$ cat src/hw/rtl/ccns_pkg.sv
// ----------------------------------------------------------------------------
// ccns_pkg
// Types and constants shared by the clause normalize and split unit.
// ----------------------------------------------------------------------------
package ccns_pkg;

    localparam int MaxVars = 4096;
    localparam int MaxClauseLits = 8;
    localparam int SplitWidth = 3;
    localparam int LitW = 21;
    localparam int LenW = $clog2(MaxClauseLits + 1);
    localparam int IdxW = $clog2(MaxClauseLits);
    localparam logic [LitW-1:0] LitMax = 21'h0FFFFF;

    localparam logic CFG_DECLARED_VARS = 1'b0;
    localparam logic CFG_SPLIT = 1'b1;

    typedef struct packed {
        logic signed [13:0] literal;
        logic               last_in_clause;
    } in_word_t;

    typedef struct packed {
        logic signed [20:0] out_literal;
        logic               clause_end;
        logic               is_added_clause;
        logic               error;
        logic [31:0]        duplicate_count;
        logic [31:0]        tautology_count;
        logic [31:0]        unit_count;
        logic [3:0]         longest_clause;
        logic [19:0]        fresh_var_count;
        logic [31:0]        added_clause_count;
    } out_word_t;

    // Seven words of one cut: (-b,d), (-a,d), (a,b,-d).
    typedef enum logic [2:0] {
        PH_NEG_B, PH_D_FIRST, PH_NEG_A, PH_D_SECOND, PH_A, PH_B, PH_NEG_D
    } ph_t;

    typedef enum logic [1:0] { EM_IDLE, EM_BODY, EM_ERR } em_t;

    // One control word for the cell row.
    typedef struct packed {
        logic            load;
        logic            shift;
        logic            clear;
        logic signed [LitW-1:0] lit;
    } cell_ctl_t;

endpackage

$ cat src/hw/rtl/ccns_cell.sv
// ----------------------------------------------------------------------------
// ccns_cell
// One literal slot of the clause row; loads where addressed, shifts toward head.
// ----------------------------------------------------------------------------
module ccns_cell import ccns_pkg::*; (
    input  logic                   clk,
    input  logic                   rst_n,
    input  cell_ctl_t              ctl,
    input  logic                   load_here,
    input  logic                   prev_valid,
    input  logic signed [LitW-1:0] prev_lit,
    output logic                   valid,
    output logic signed [LitW-1:0] lit
);
    logic valid_reg, valid_next;
    logic signed [LitW-1:0] lit_reg, lit_next;

    always_comb
    begin
        valid_next = valid_reg;
        lit_next = lit_reg;
        if (ctl.clear)
        begin
            valid_next = 1'b0;
        end
        else if (ctl.shift)
        begin
            valid_next = prev_valid;
            lit_next = prev_lit;
        end
        else if (ctl.load && load_here)
        begin
            valid_next = 1'b1;
            lit_next = ctl.lit;
        end
    end

    always_ff @(posedge clk or negedge rst_n)
    begin
        if (!rst_n)
        begin
            valid_reg <= 1'b0;
        end
        else
        begin
            valid_reg <= valid_next;
        end
    end

    always_ff @(posedge clk)
    begin
        lit_reg <= lit_next;
    end

    assign valid = valid_reg;
    assign lit = lit_reg;
endmodule

$ cat src/hw/rtl/cnf_clause_normalize_split_unit.sv
// ----------------------------------------------------------------------------
// cnf_clause_normalize_split_unit
// Removes repeated literals, drops tautologies and, in split mode, cuts clauses to 3-CNF.
// ----------------------------------------------------------------------------
// Channel   Direction  Word
// in        input      in_word_t  (literal, last_in_clause)
// out       output     out_word_t (literal, flags, statistics)
// cfg       input      write enable, 1-bit index, 13-bit data
// A literal is compared against every held cell when it is taken.
// At a clause end the input stalls while its words leave: one for an error,
// seven for each cut, then one per kept literal, one word per cycle unless
// the output stalls. A tautology ends its clause with no word and no stall.
// Reset clears the cell row, the counters and the output register.
module cnf_clause_normalize_split_unit import ccns_pkg::*; (
    input  logic        clk,
    input  logic        rst_n,
    input  in_word_t    in_data,
    input  logic        in_valid,
    output logic        in_stall,
    output out_word_t   out_data,
    output logic        out_valid,
    input  logic        out_stall,
    input  logic        cfg_we,
    input  logic        cfg_index,
    input  logic [12:0] cfg_data
);
    logic [12:0] dv_reg, dv_next;
    logic split_reg, split_next;
    logic [LenW-1:0] len_reg, len_next;
    logic sat_reg, sat_next;
    logic bad_reg, bad_next;
    logic [31:0] dup_reg, dup_next;
    logic [31:0] taut_reg, taut_next;
    logic [31:0] unit_reg, unit_next;
    logic [31:0] add_reg, add_next;
    logic [3:0] maxl_reg, maxl_next;
    logic [19:0] fresh_reg, fresh_next;
    em_t em_reg, em_next;
    ph_t ph_reg, ph_next;
    logic [LenW-1:0] n_reg, n_next;
    logic [LenW-1:0] cuts_reg, cuts_next;
    logic signed [LitW-1:0] d_reg, d_next;
    out_word_t ow_reg, ow_next;
    logic ow_valid_reg, ow_valid_next;

    cell_ctl_t ctl;
    logic [LenW-1:0] ld_idx;
    logic [MaxClauseLits-1:0] cv;
    logic signed [LitW-1:0] cl [MaxClauseLits];

    function automatic logic [31:0] sinc(input logic [31:0] v, input logic [1:0] by);
        logic [32:0] s;
        s = {1'b0, v} + 33'(by);
        return s[32] ? 32'hFFFFFFFF : s[31:0];
    endfunction

    function automatic logic [31:0] add_sat(input logic [31:0] v, input logic [LenW-1:0] c);
        logic [34:0] s;
        s = {3'b0, v} + 35'(c) * 35'd3;
        return (s > 35'h0FFFFFFFF) ? 32'hFFFFFFFF : s[31:0];
    endfunction

    genvar g;
    generate
        for (g = 0; g < MaxClauseLits; g++)
        begin : g_row
            logic nb_valid;
            logic signed [LitW-1:0] nb_lit;
            if (g == MaxClauseLits - 1)
            begin : g_tail
                assign nb_valid = 1'b0;
                assign nb_lit = '0;
            end
            else
            begin : g_mid
                assign nb_valid = cv[g+1];
                assign nb_lit = cl[g+1];
            end
            ccns_cell u_cell (
                .clk(clk), .rst_n(rst_n), .ctl(ctl),
                .load_here(ld_idx == LenW'(g)),
                .prev_valid(nb_valid), .prev_lit(nb_lit),
                .valid(cv[g]), .lit(cl[g])
            );
        end
    endgenerate

    logic signed [LitW-1:0] lit_x;
    logic [13:0] var_x;
    logic hit_pos, hit_neg, lit_bad, take, emit_ok;
    logic step_bad, step_dup, step_sat, newlit, bad_n, sat_n;
    logic [LenW-1:0] nlen, cuts_need;
    logic [LitW:0] fresh_sum;
    logic fresh_over;
    logic [IdxW-1:0] a_idx, b_idx;
    logic signed [LitW-1:0] a_lit, b_lit;

    assign lit_x = LitW'(in_data.literal);
    assign var_x = in_data.literal[13] ? 14'(-in_data.literal) : in_data.literal;
    assign lit_bad = (in_data.literal == 14'sd0) || (var_x > {1'b0, dv_reg})
                     || (var_x > 14'(MaxVars));

    always_comb
    begin
        hit_pos = 1'b0;
        hit_neg = 1'b0;
        for (int i = 0; i < MaxClauseLits; i++)
        begin
            if (cv[i] && cl[i] == lit_x) hit_pos = 1'b1;
            if (cv[i] && cl[i] == -lit_x) hit_neg = 1'b1;
        end
    end

    assign emit_ok = !ow_valid_reg || !out_stall;
    assign in_stall = (em_reg != EM_IDLE);
    assign take = in_valid && !in_stall;

    assign step_bad = !bad_reg && (lit_bad ||
                      (!hit_pos && !hit_neg && len_reg >= LenW'(MaxClauseLits)));
    assign step_dup = !bad_reg && !lit_bad && hit_pos;
    assign step_sat = !bad_reg && !lit_bad && !hit_pos && hit_neg;
    assign newlit = !bad_reg && !lit_bad && !hit_pos && !hit_neg
                    && (len_reg < LenW'(MaxClauseLits));
    assign bad_n = bad_reg || step_bad;
    assign sat_n = sat_reg || step_sat;
    assign nlen = newlit ? len_reg + LenW'(1) : len_reg;
    assign cuts_need = (split_reg && nlen > LenW'(SplitWidth)) ?
                       nlen - LenW'(SplitWidth) : '0;
    assign fresh_sum = (LitW+1)'(dv_reg) + (LitW+1)'(fresh_reg) + (LitW+1)'(cuts_need);
    assign fresh_over = fresh_sum > (LitW+1)'(LitMax);

    assign a_idx = IdxW'(n_reg - LenW'(2));
    assign b_idx = IdxW'(n_reg - LenW'(1));
    assign a_lit = cl[a_idx];
    assign b_lit = cl[b_idx];

    always_comb
    begin
        dv_next = dv_reg;
        split_next = split_reg;
        len_next = len_reg;
        sat_next = sat_reg;
        bad_next = bad_reg;
        dup_next = dup_reg;
        taut_next = taut_reg;
        unit_next = unit_reg;
        add_next = add_reg;
        maxl_next = maxl_reg;
        fresh_next = fresh_reg;
        em_next = em_reg;
        ph_next = ph_reg;
        n_next = n_reg;
        cuts_next = cuts_reg;
        d_next = d_reg;
        ow_next = ow_reg;
        ow_valid_next = ow_valid_reg;
        ctl = '0;
        ctl.lit = lit_x;
        ld_idx = len_reg;

        if (cfg_we)
        begin
            case (cfg_index)
                CFG_DECLARED_VARS: dv_next = cfg_data;
                CFG_SPLIT: split_next = cfg_data[0];
                default: ;
            endcase
        end

        if (ow_valid_reg && !out_stall)
        begin
            ow_valid_next = 1'b0;
        end

        if (take)
        begin
            bad_next = bad_n;
            sat_next = sat_n;
            len_next = nlen;
            ctl.load = newlit;
            if (step_dup)
            begin
                dup_next = sinc(dup_reg, 2'd1);
            end
            if (in_data.last_in_clause)
            begin
                if (bad_n || (!sat_n && nlen != '0 && fresh_over))
                begin
                    em_next = EM_ERR;
                end
                else if (sat_n || nlen == '0)
                begin
                    if (sat_n) taut_next = sinc(taut_reg, 2'd1);
                    len_next = '0;
                    sat_next = 1'b0;
                    bad_next = 1'b0;
                    ctl.clear = 1'b1;
                end
                else
                begin
                    em_next = EM_BODY;
                    n_next = nlen;
                    cuts_next = cuts_need;
                    ph_next = PH_NEG_B;
                    d_next = LitW'(dv_reg) + LitW'(fresh_reg) + LitW'(1);
                    if (4'(nlen) > maxl_reg) maxl_next = 4'(nlen);
                    if (nlen == LenW'(1)) unit_next = sinc(unit_reg, 2'd1);
                    fresh_next = fresh_reg + 20'(cuts_need);
                    add_next = add_sat(add_reg, cuts_need);
                end
            end
        end

        if (em_reg != EM_IDLE && emit_ok)
        begin
            ow_valid_next = 1'b1;
            ow_next.duplicate_count = dup_reg;
            ow_next.tautology_count = taut_reg;
            ow_next.unit_count = unit_reg;
            ow_next.longest_clause = maxl_reg;
            ow_next.fresh_var_count = fresh_reg;
            ow_next.added_clause_count = add_reg;
            ow_next.out_literal = '0;
            ow_next.clause_end = 1'b0;
            ow_next.is_added_clause = 1'b0;
            ow_next.error = 1'b0;
            case (em_reg)
                EM_ERR:
                begin
                    ow_next.error = 1'b1;
                    ow_next.clause_end = 1'b1;
                    em_next = EM_IDLE;
                    len_next = '0;
                    sat_next = 1'b0;
                    bad_next = 1'b0;
                    ctl.clear = 1'b1;
                end
                EM_BODY:
                begin
                    if (cuts_reg != '0)
                    begin
                        ow_next.is_added_clause = 1'b1;
                        case (ph_reg)
                            PH_NEG_B:
                            begin
                                ow_next.out_literal = -b_lit;
                                ph_next = PH_D_FIRST;
                            end
                            PH_D_FIRST:
                            begin
                                ow_next.out_literal = d_reg;
                                ow_next.clause_end = 1'b1;
                                ph_next = PH_NEG_A;
                            end
                            PH_NEG_A:
                            begin
                                ow_next.out_literal = -a_lit;
                                ph_next = PH_D_SECOND;
                            end
                            PH_D_SECOND:
                            begin
                                ow_next.out_literal = d_reg;
                                ow_next.clause_end = 1'b1;
                                ph_next = PH_A;
                            end
                            PH_A:
                            begin
                                ow_next.out_literal = a_lit;
                                ph_next = PH_B;
                            end
                            PH_B:
                            begin
                                ow_next.out_literal = b_lit;
                                ph_next = PH_NEG_D;
                            end
                            PH_NEG_D:
                            begin
                                ow_next.out_literal = -d_reg;
                                ow_next.clause_end = 1'b1;
                                ph_next = PH_NEG_B;
                                cuts_next = cuts_reg - LenW'(1);
                                n_next = n_reg - LenW'(1);
                                d_next = d_reg + LitW'(1);
                                ctl.load = 1'b1;
                                ctl.lit = d_reg;
                                ld_idx = n_reg - LenW'(2);
                            end
                            default:
                            begin
                                ph_next = PH_NEG_B;
                            end
                        endcase
                    end
                    else
                    begin
                        ow_next.out_literal = cl[0];
                        ow_next.clause_end = (n_reg == LenW'(1));
                        ctl.shift = 1'b1;
                        n_next = n_reg - LenW'(1);
                        if (n_reg == LenW'(1))
                        begin
                            em_next = EM_IDLE;
                            len_next = '0;
                            sat_next = 1'b0;
                            bad_next = 1'b0;
                            ctl.clear = 1'b1;
                        end
                    end
                end
                default: ;
            endcase
        end
    end

    always_ff @(posedge clk or negedge rst_n)
    begin
        if (!rst_n)
        begin
            dv_reg <= 13'd1;
            split_reg <= 1'b0;
            len_reg <= '0;
            sat_reg <= 1'b0;
            bad_reg <= 1'b0;
            dup_reg <= '0;
            taut_reg <= '0;
            unit_reg <= '0;
            add_reg <= '0;
            maxl_reg <= '0;
            fresh_reg <= '0;
            em_reg <= EM_IDLE;
            ph_reg <= PH_NEG_B;
            n_reg <= '0;
            cuts_reg <= '0;
            d_reg <= '0;
            ow_reg <= '0;
            ow_valid_reg <= 1'b0;
        end
        else
        begin
            dv_reg <= dv_next;
            split_reg <= split_next;
            len_reg <= len_next;
            sat_reg <= sat_next;
            bad_reg <= bad_next;
            dup_reg <= dup_next;
            taut_reg <= taut_next;
            unit_reg <= unit_next;
            add_reg <= add_next;
            maxl_reg <= maxl_next;
            fresh_reg <= fresh_next;
            em_reg <= em_next;
            ph_reg <= ph_next;
            n_reg <= n_next;
            cuts_reg <= cuts_next;
            d_reg <= d_next;
            ow_reg <= ow_next;
            ow_valid_reg <= ow_valid_next;
        end
    end

    assign out_valid = ow_valid_reg;
    assign out_data = ow_reg;
endmodule

$ cat config.mk
export PLATFORM = sky130hd
export DESIGN_NAME = cnf_clause_normalize_split_unit
export DESIGN_NICKNAME = d
export VERILOG_FILES = /design/src/hw/rtl/ccns_pkg.sv /design/src/hw/rtl/ccns_cell.sv /design/src/hw/rtl/cnf_clause_normalize_split_unit.sv
export SDC_FILE = /design/constraint.sdc
export NUM_CORES = 2
export LEC_CHECK = 0
export CORE_MARGIN = 1
export CORE_UTILIZATION = 55
export DETAILED_ROUTE_END_ITERATION = 7
export DONT_BUFFER_PORTS = 1
export PLACE_DENSITY = 0.74
export SLEW_MARGIN = 20
export SYNTH_ARGS = -nofsm -noshare
export SYNTH_HDL_FRONTEND = slang
export SYNTH_SLANG_ARGS = --single-unit
$ cat constraint.sdc
create_clock -name clk -period 6.6 [get_ports clk]
set_clock_uncertainty 0.1 [all_clocks]
set_input_delay 0.66 -clock clk [delete_from_list [all_inputs] [get_ports clk]]
set_output_delay 0.66 -clock clk [all_outputs]
set_load 0.05 [all_outputs]
==> impl_metrics.yaml <==
power:
  static-leakage-power_nw: 19.9
  peakVddDrop_mv: 0.237
  totalPowerFinal_mw: 14.8
  cellPowerDensity_nw_per_um2: 331
synthesis:
  postSynthRegisterBits: 559
  synth_edf_count: 168
  synth.yosys.seq_area_share_pct: 40.6
  syn-mean-instance-area_sq_um: 9.34
  post_synth_inst_count: 3914
  mappedNetlistNets: 4042
  synth-main-ff-cell: "dfrtp_1"
  yosys_warnings: 0
  synth_area_sq_um: 36600
  synth_unique_cells: 92
  async_set_reset_flop_share_out_of_synthesis_pct: 69.9
cts:
  numClockSinks: 559
  clock_tree.buffer_depth: 3
  clockRootBuffer: "clkbuf_16"
  clk_latency_ns: 0.66
  cts_tree: "built"
  numCtsBuffers: 60
  ctsHtreeMaxLevel: 2
  clkTransAtPathRegs_ns: 0.07
final_layout:
  flip_flop_count_of_the_largest_register_after_layout: 176
  final_core_util_pct: 67.9
  layout_commonest_cell: "nand2_1"
  mostFrequentLayoutCells: "nand2_1, buf_4, dfrtp_1"
  antennaDiodeCount: 0
  sequential_cell_area_sq_um: 14800
  fillCellCount: 5175
  multi_input_area_sq_um: 21100
  design.final.nets: 4485
  final_layout_size_suffix_gt1_share_pct: 23.3
  area_growth_pct: 22.0
global_routing:
  antenna_found_initial: 2
  grt_max_degree: 392
  track_usage_pct: 43.1
  via_count_of_the_first_global_routing_pass: 32651
  gr-total-overflow: 0
  grt_first_pass_wirelength_microns: 214000
critical_path:
  critPathMostFrequentCell: "buf_4"
  timing.critical_path.from_type: "primary input"
  critical-path-top-delay-family: "simple AND/OR/NAND/NOR gates"
  worstPathArrival_ns: 7.53
  critical_path_class: "primary input to flop"
  cp_num_buf_inv: 7
  crit_fanout: 13
  worstReg2RegStart: "g_row[1].u_cell.lit[8]"
  worst-endpoint-required_ns: 7.04
  reg2reg_slack_ns: -0.40
  worst_path_max_delay_cell: "nor4_4"
  timing.rr.end: "unit_reg[6]"
  worst_setup_path_end_kind: "flop"
  r2r.worst_path.cells: 26
  slowest_delay_ns: 0.47
sta:
  grt_setup_unrepaired: "true"
  finalWorstPathRequiredPeriod_ns: 7.10
  clock.fmax_mhz: 141
  final_min_period_over_clock_period_pct: 108
  holdWs_ns: -0.397
  max_slew.worst_pin.slew_ns: 1.21
  fin_ws_ns: -0.495
  summed_negative_setup_slack_over_all_endpoints_ns: -32.70
  slew_headroom_pct: 19.1
  fin_hold_viols: 391
  setup_violations: 119
  slew_violations: 0
drt:
  antenna_left: 0
  wire_per_inst_microns: 28.1
  dr_total_vias: 34646
  postRouteWirelength_microns: 148000
  drt-initial-drc-count: 5108
  via_density: 6.57
  drc: 0
  detailedRoute.firstPassIterationCount: 8
floorplanning:
  die_width_microns: 260
  die_height_microns: 260
  initial_core_util_pct: 55.6
  io_pins: 212
  floorplan.die_area_sq_um: 67500
  core_area_sq_um: 65700
  rows: 94
place:
  port_buffers: 0
  gp_routability_congestion: 1.11
  detailed_place_hpwl_microns: 111000
run_status:
  violations: "negative hold slack, negative setup slack"
  run_status: "finished, violations left"
worst_hold_path:
  holdCritPathClass: "primary input to async pin"
flow_run:
  drv.max_cap_violation_count: 0
Yosys cell counts, types with 10 or more instances:
library cell / instances / share of area (%)
a211oi_1: 32 / 0.66
a21o_1: 163 / 3.3
a21oi_1: 177 / 2.4
a221oi_1: 15 / 0.36
a22oi_1: 14 / 0.29
a311oi_1: 10 / 0.24
a31oi_1: 42 / 0.72
and2_1: 34 / 0.58
and3_1: 54 / 0.92
and4_1: 16 / 0.38
buf_1: 40 / 0.41
buf_2: 26 / 0.36
clkbuf_1: 161 / 1.7
dfrtp_1: 390 / 27
edfxtp_1: 168 / 14
fa_1: 18 / 0.99
ha_1: 76 / 2.6
inv_1: 110 / 1.1
mux2_2: 55 / 1.7
mux2i_1: 52 / 1.4
mux4_2: 84 / 5.2
nand2_1: 762 / 7.8
nand2b_1: 18 / 0.31
nand3_1: 129 / 1.8
nand4_1: 93 / 1.6
nor2_1: 209 / 2.1
nor2b_1: 19 / 0.33
nor3_1: 100 / 1.4
nor4_1: 60 / 1.0
nor4b_1: 12 / 0.29
o211ai_1: 18 / 0.37
o21ai_0: 112 / 1.5
o221ai_1: 12 / 0.29
o22a_1: 11 / 0.26
o22ai_1: 42 / 0.72
or2_2: 21 / 0.36
or3_1: 32 / 0.55
or4_1: 20 / 0.41
xnor2_1: 209 / 5.0
xnor3_1: 21 / 1.3
xor2_1: 91 / 2.2
metal layers:
metal  vias to the layer above  track usage [%]  part of all wire, %
met1                     17012             54.7                   37
met3                       507             11.3                   11
met4                         2             25.5                  7.3
li1                      15005                -                    -
met2                      2120             66.4                   44
met5                         -                0               0.0088
repair_timing:
action                                  CTS  global route
endpoints found under the setup margin  122           122
setup buffers                            11             4
pin swaps                                18            13
endpoints found under the hold margin   391           391
gates cloned                              2             0
resized for setup                        45            29
how the worst max path moves through the flow:
stage	startpoint	endpoint	cells after the start	slack [ns]
floorplan	in_data[2]	unit_reg[23]	36	-0.97
CTS	in_data[1]	unit_reg[6]	33	-0.31
detailed placement	in_data[1]	unit_reg[6]	34	-1.26
global placement	in_data[1]	unit_reg[6]	34	-1.21
finish	in_data[1]	unit_reg[6]	31	-0.50
global route	in_data[1]	unit_reg[12]	34	-0.65
report_power, final:
part	internal [mW]	switching [mW]	leakage, nW
registers	3.93	0.912	6.76
logic	2.47	3.87	12.1
clock network	2.07	1.52	1.02
per-stage QoR:
stage               area, sq um  setup WS [ns]  cells
global route              44600         -0.653   5271
floorplan                 37200         -0.969   3914
finish                    44600         -0.495   5271
detailed placement        42000          -1.26   5144
global placement          42000          -1.21   5144
CTS                       44400         -0.314   5268
cells by family after synthesis:
logic type	synth area share, %
adders and majority gates	3.59
xor gates and xnor gates	8.48
muxes	8.44
AOI/OAI and AO/OA	14.3
and+or+nand+nor	20.9
DFF	40.6
buffers and inverters	3.76
final cells by class:
type | count | area share, %
clock inverters | 22 | 0.611
multi-input cells | 3005 | 47.4
inverters | 115 | 1.04
well taps | 864 | 2.42
clock buffers | 90 | 4.08
repair buffers | 616 | 11.2
flip-flops and latches | 559 | 33.3
Note: power is estimated with default switching activity, not from simulation.
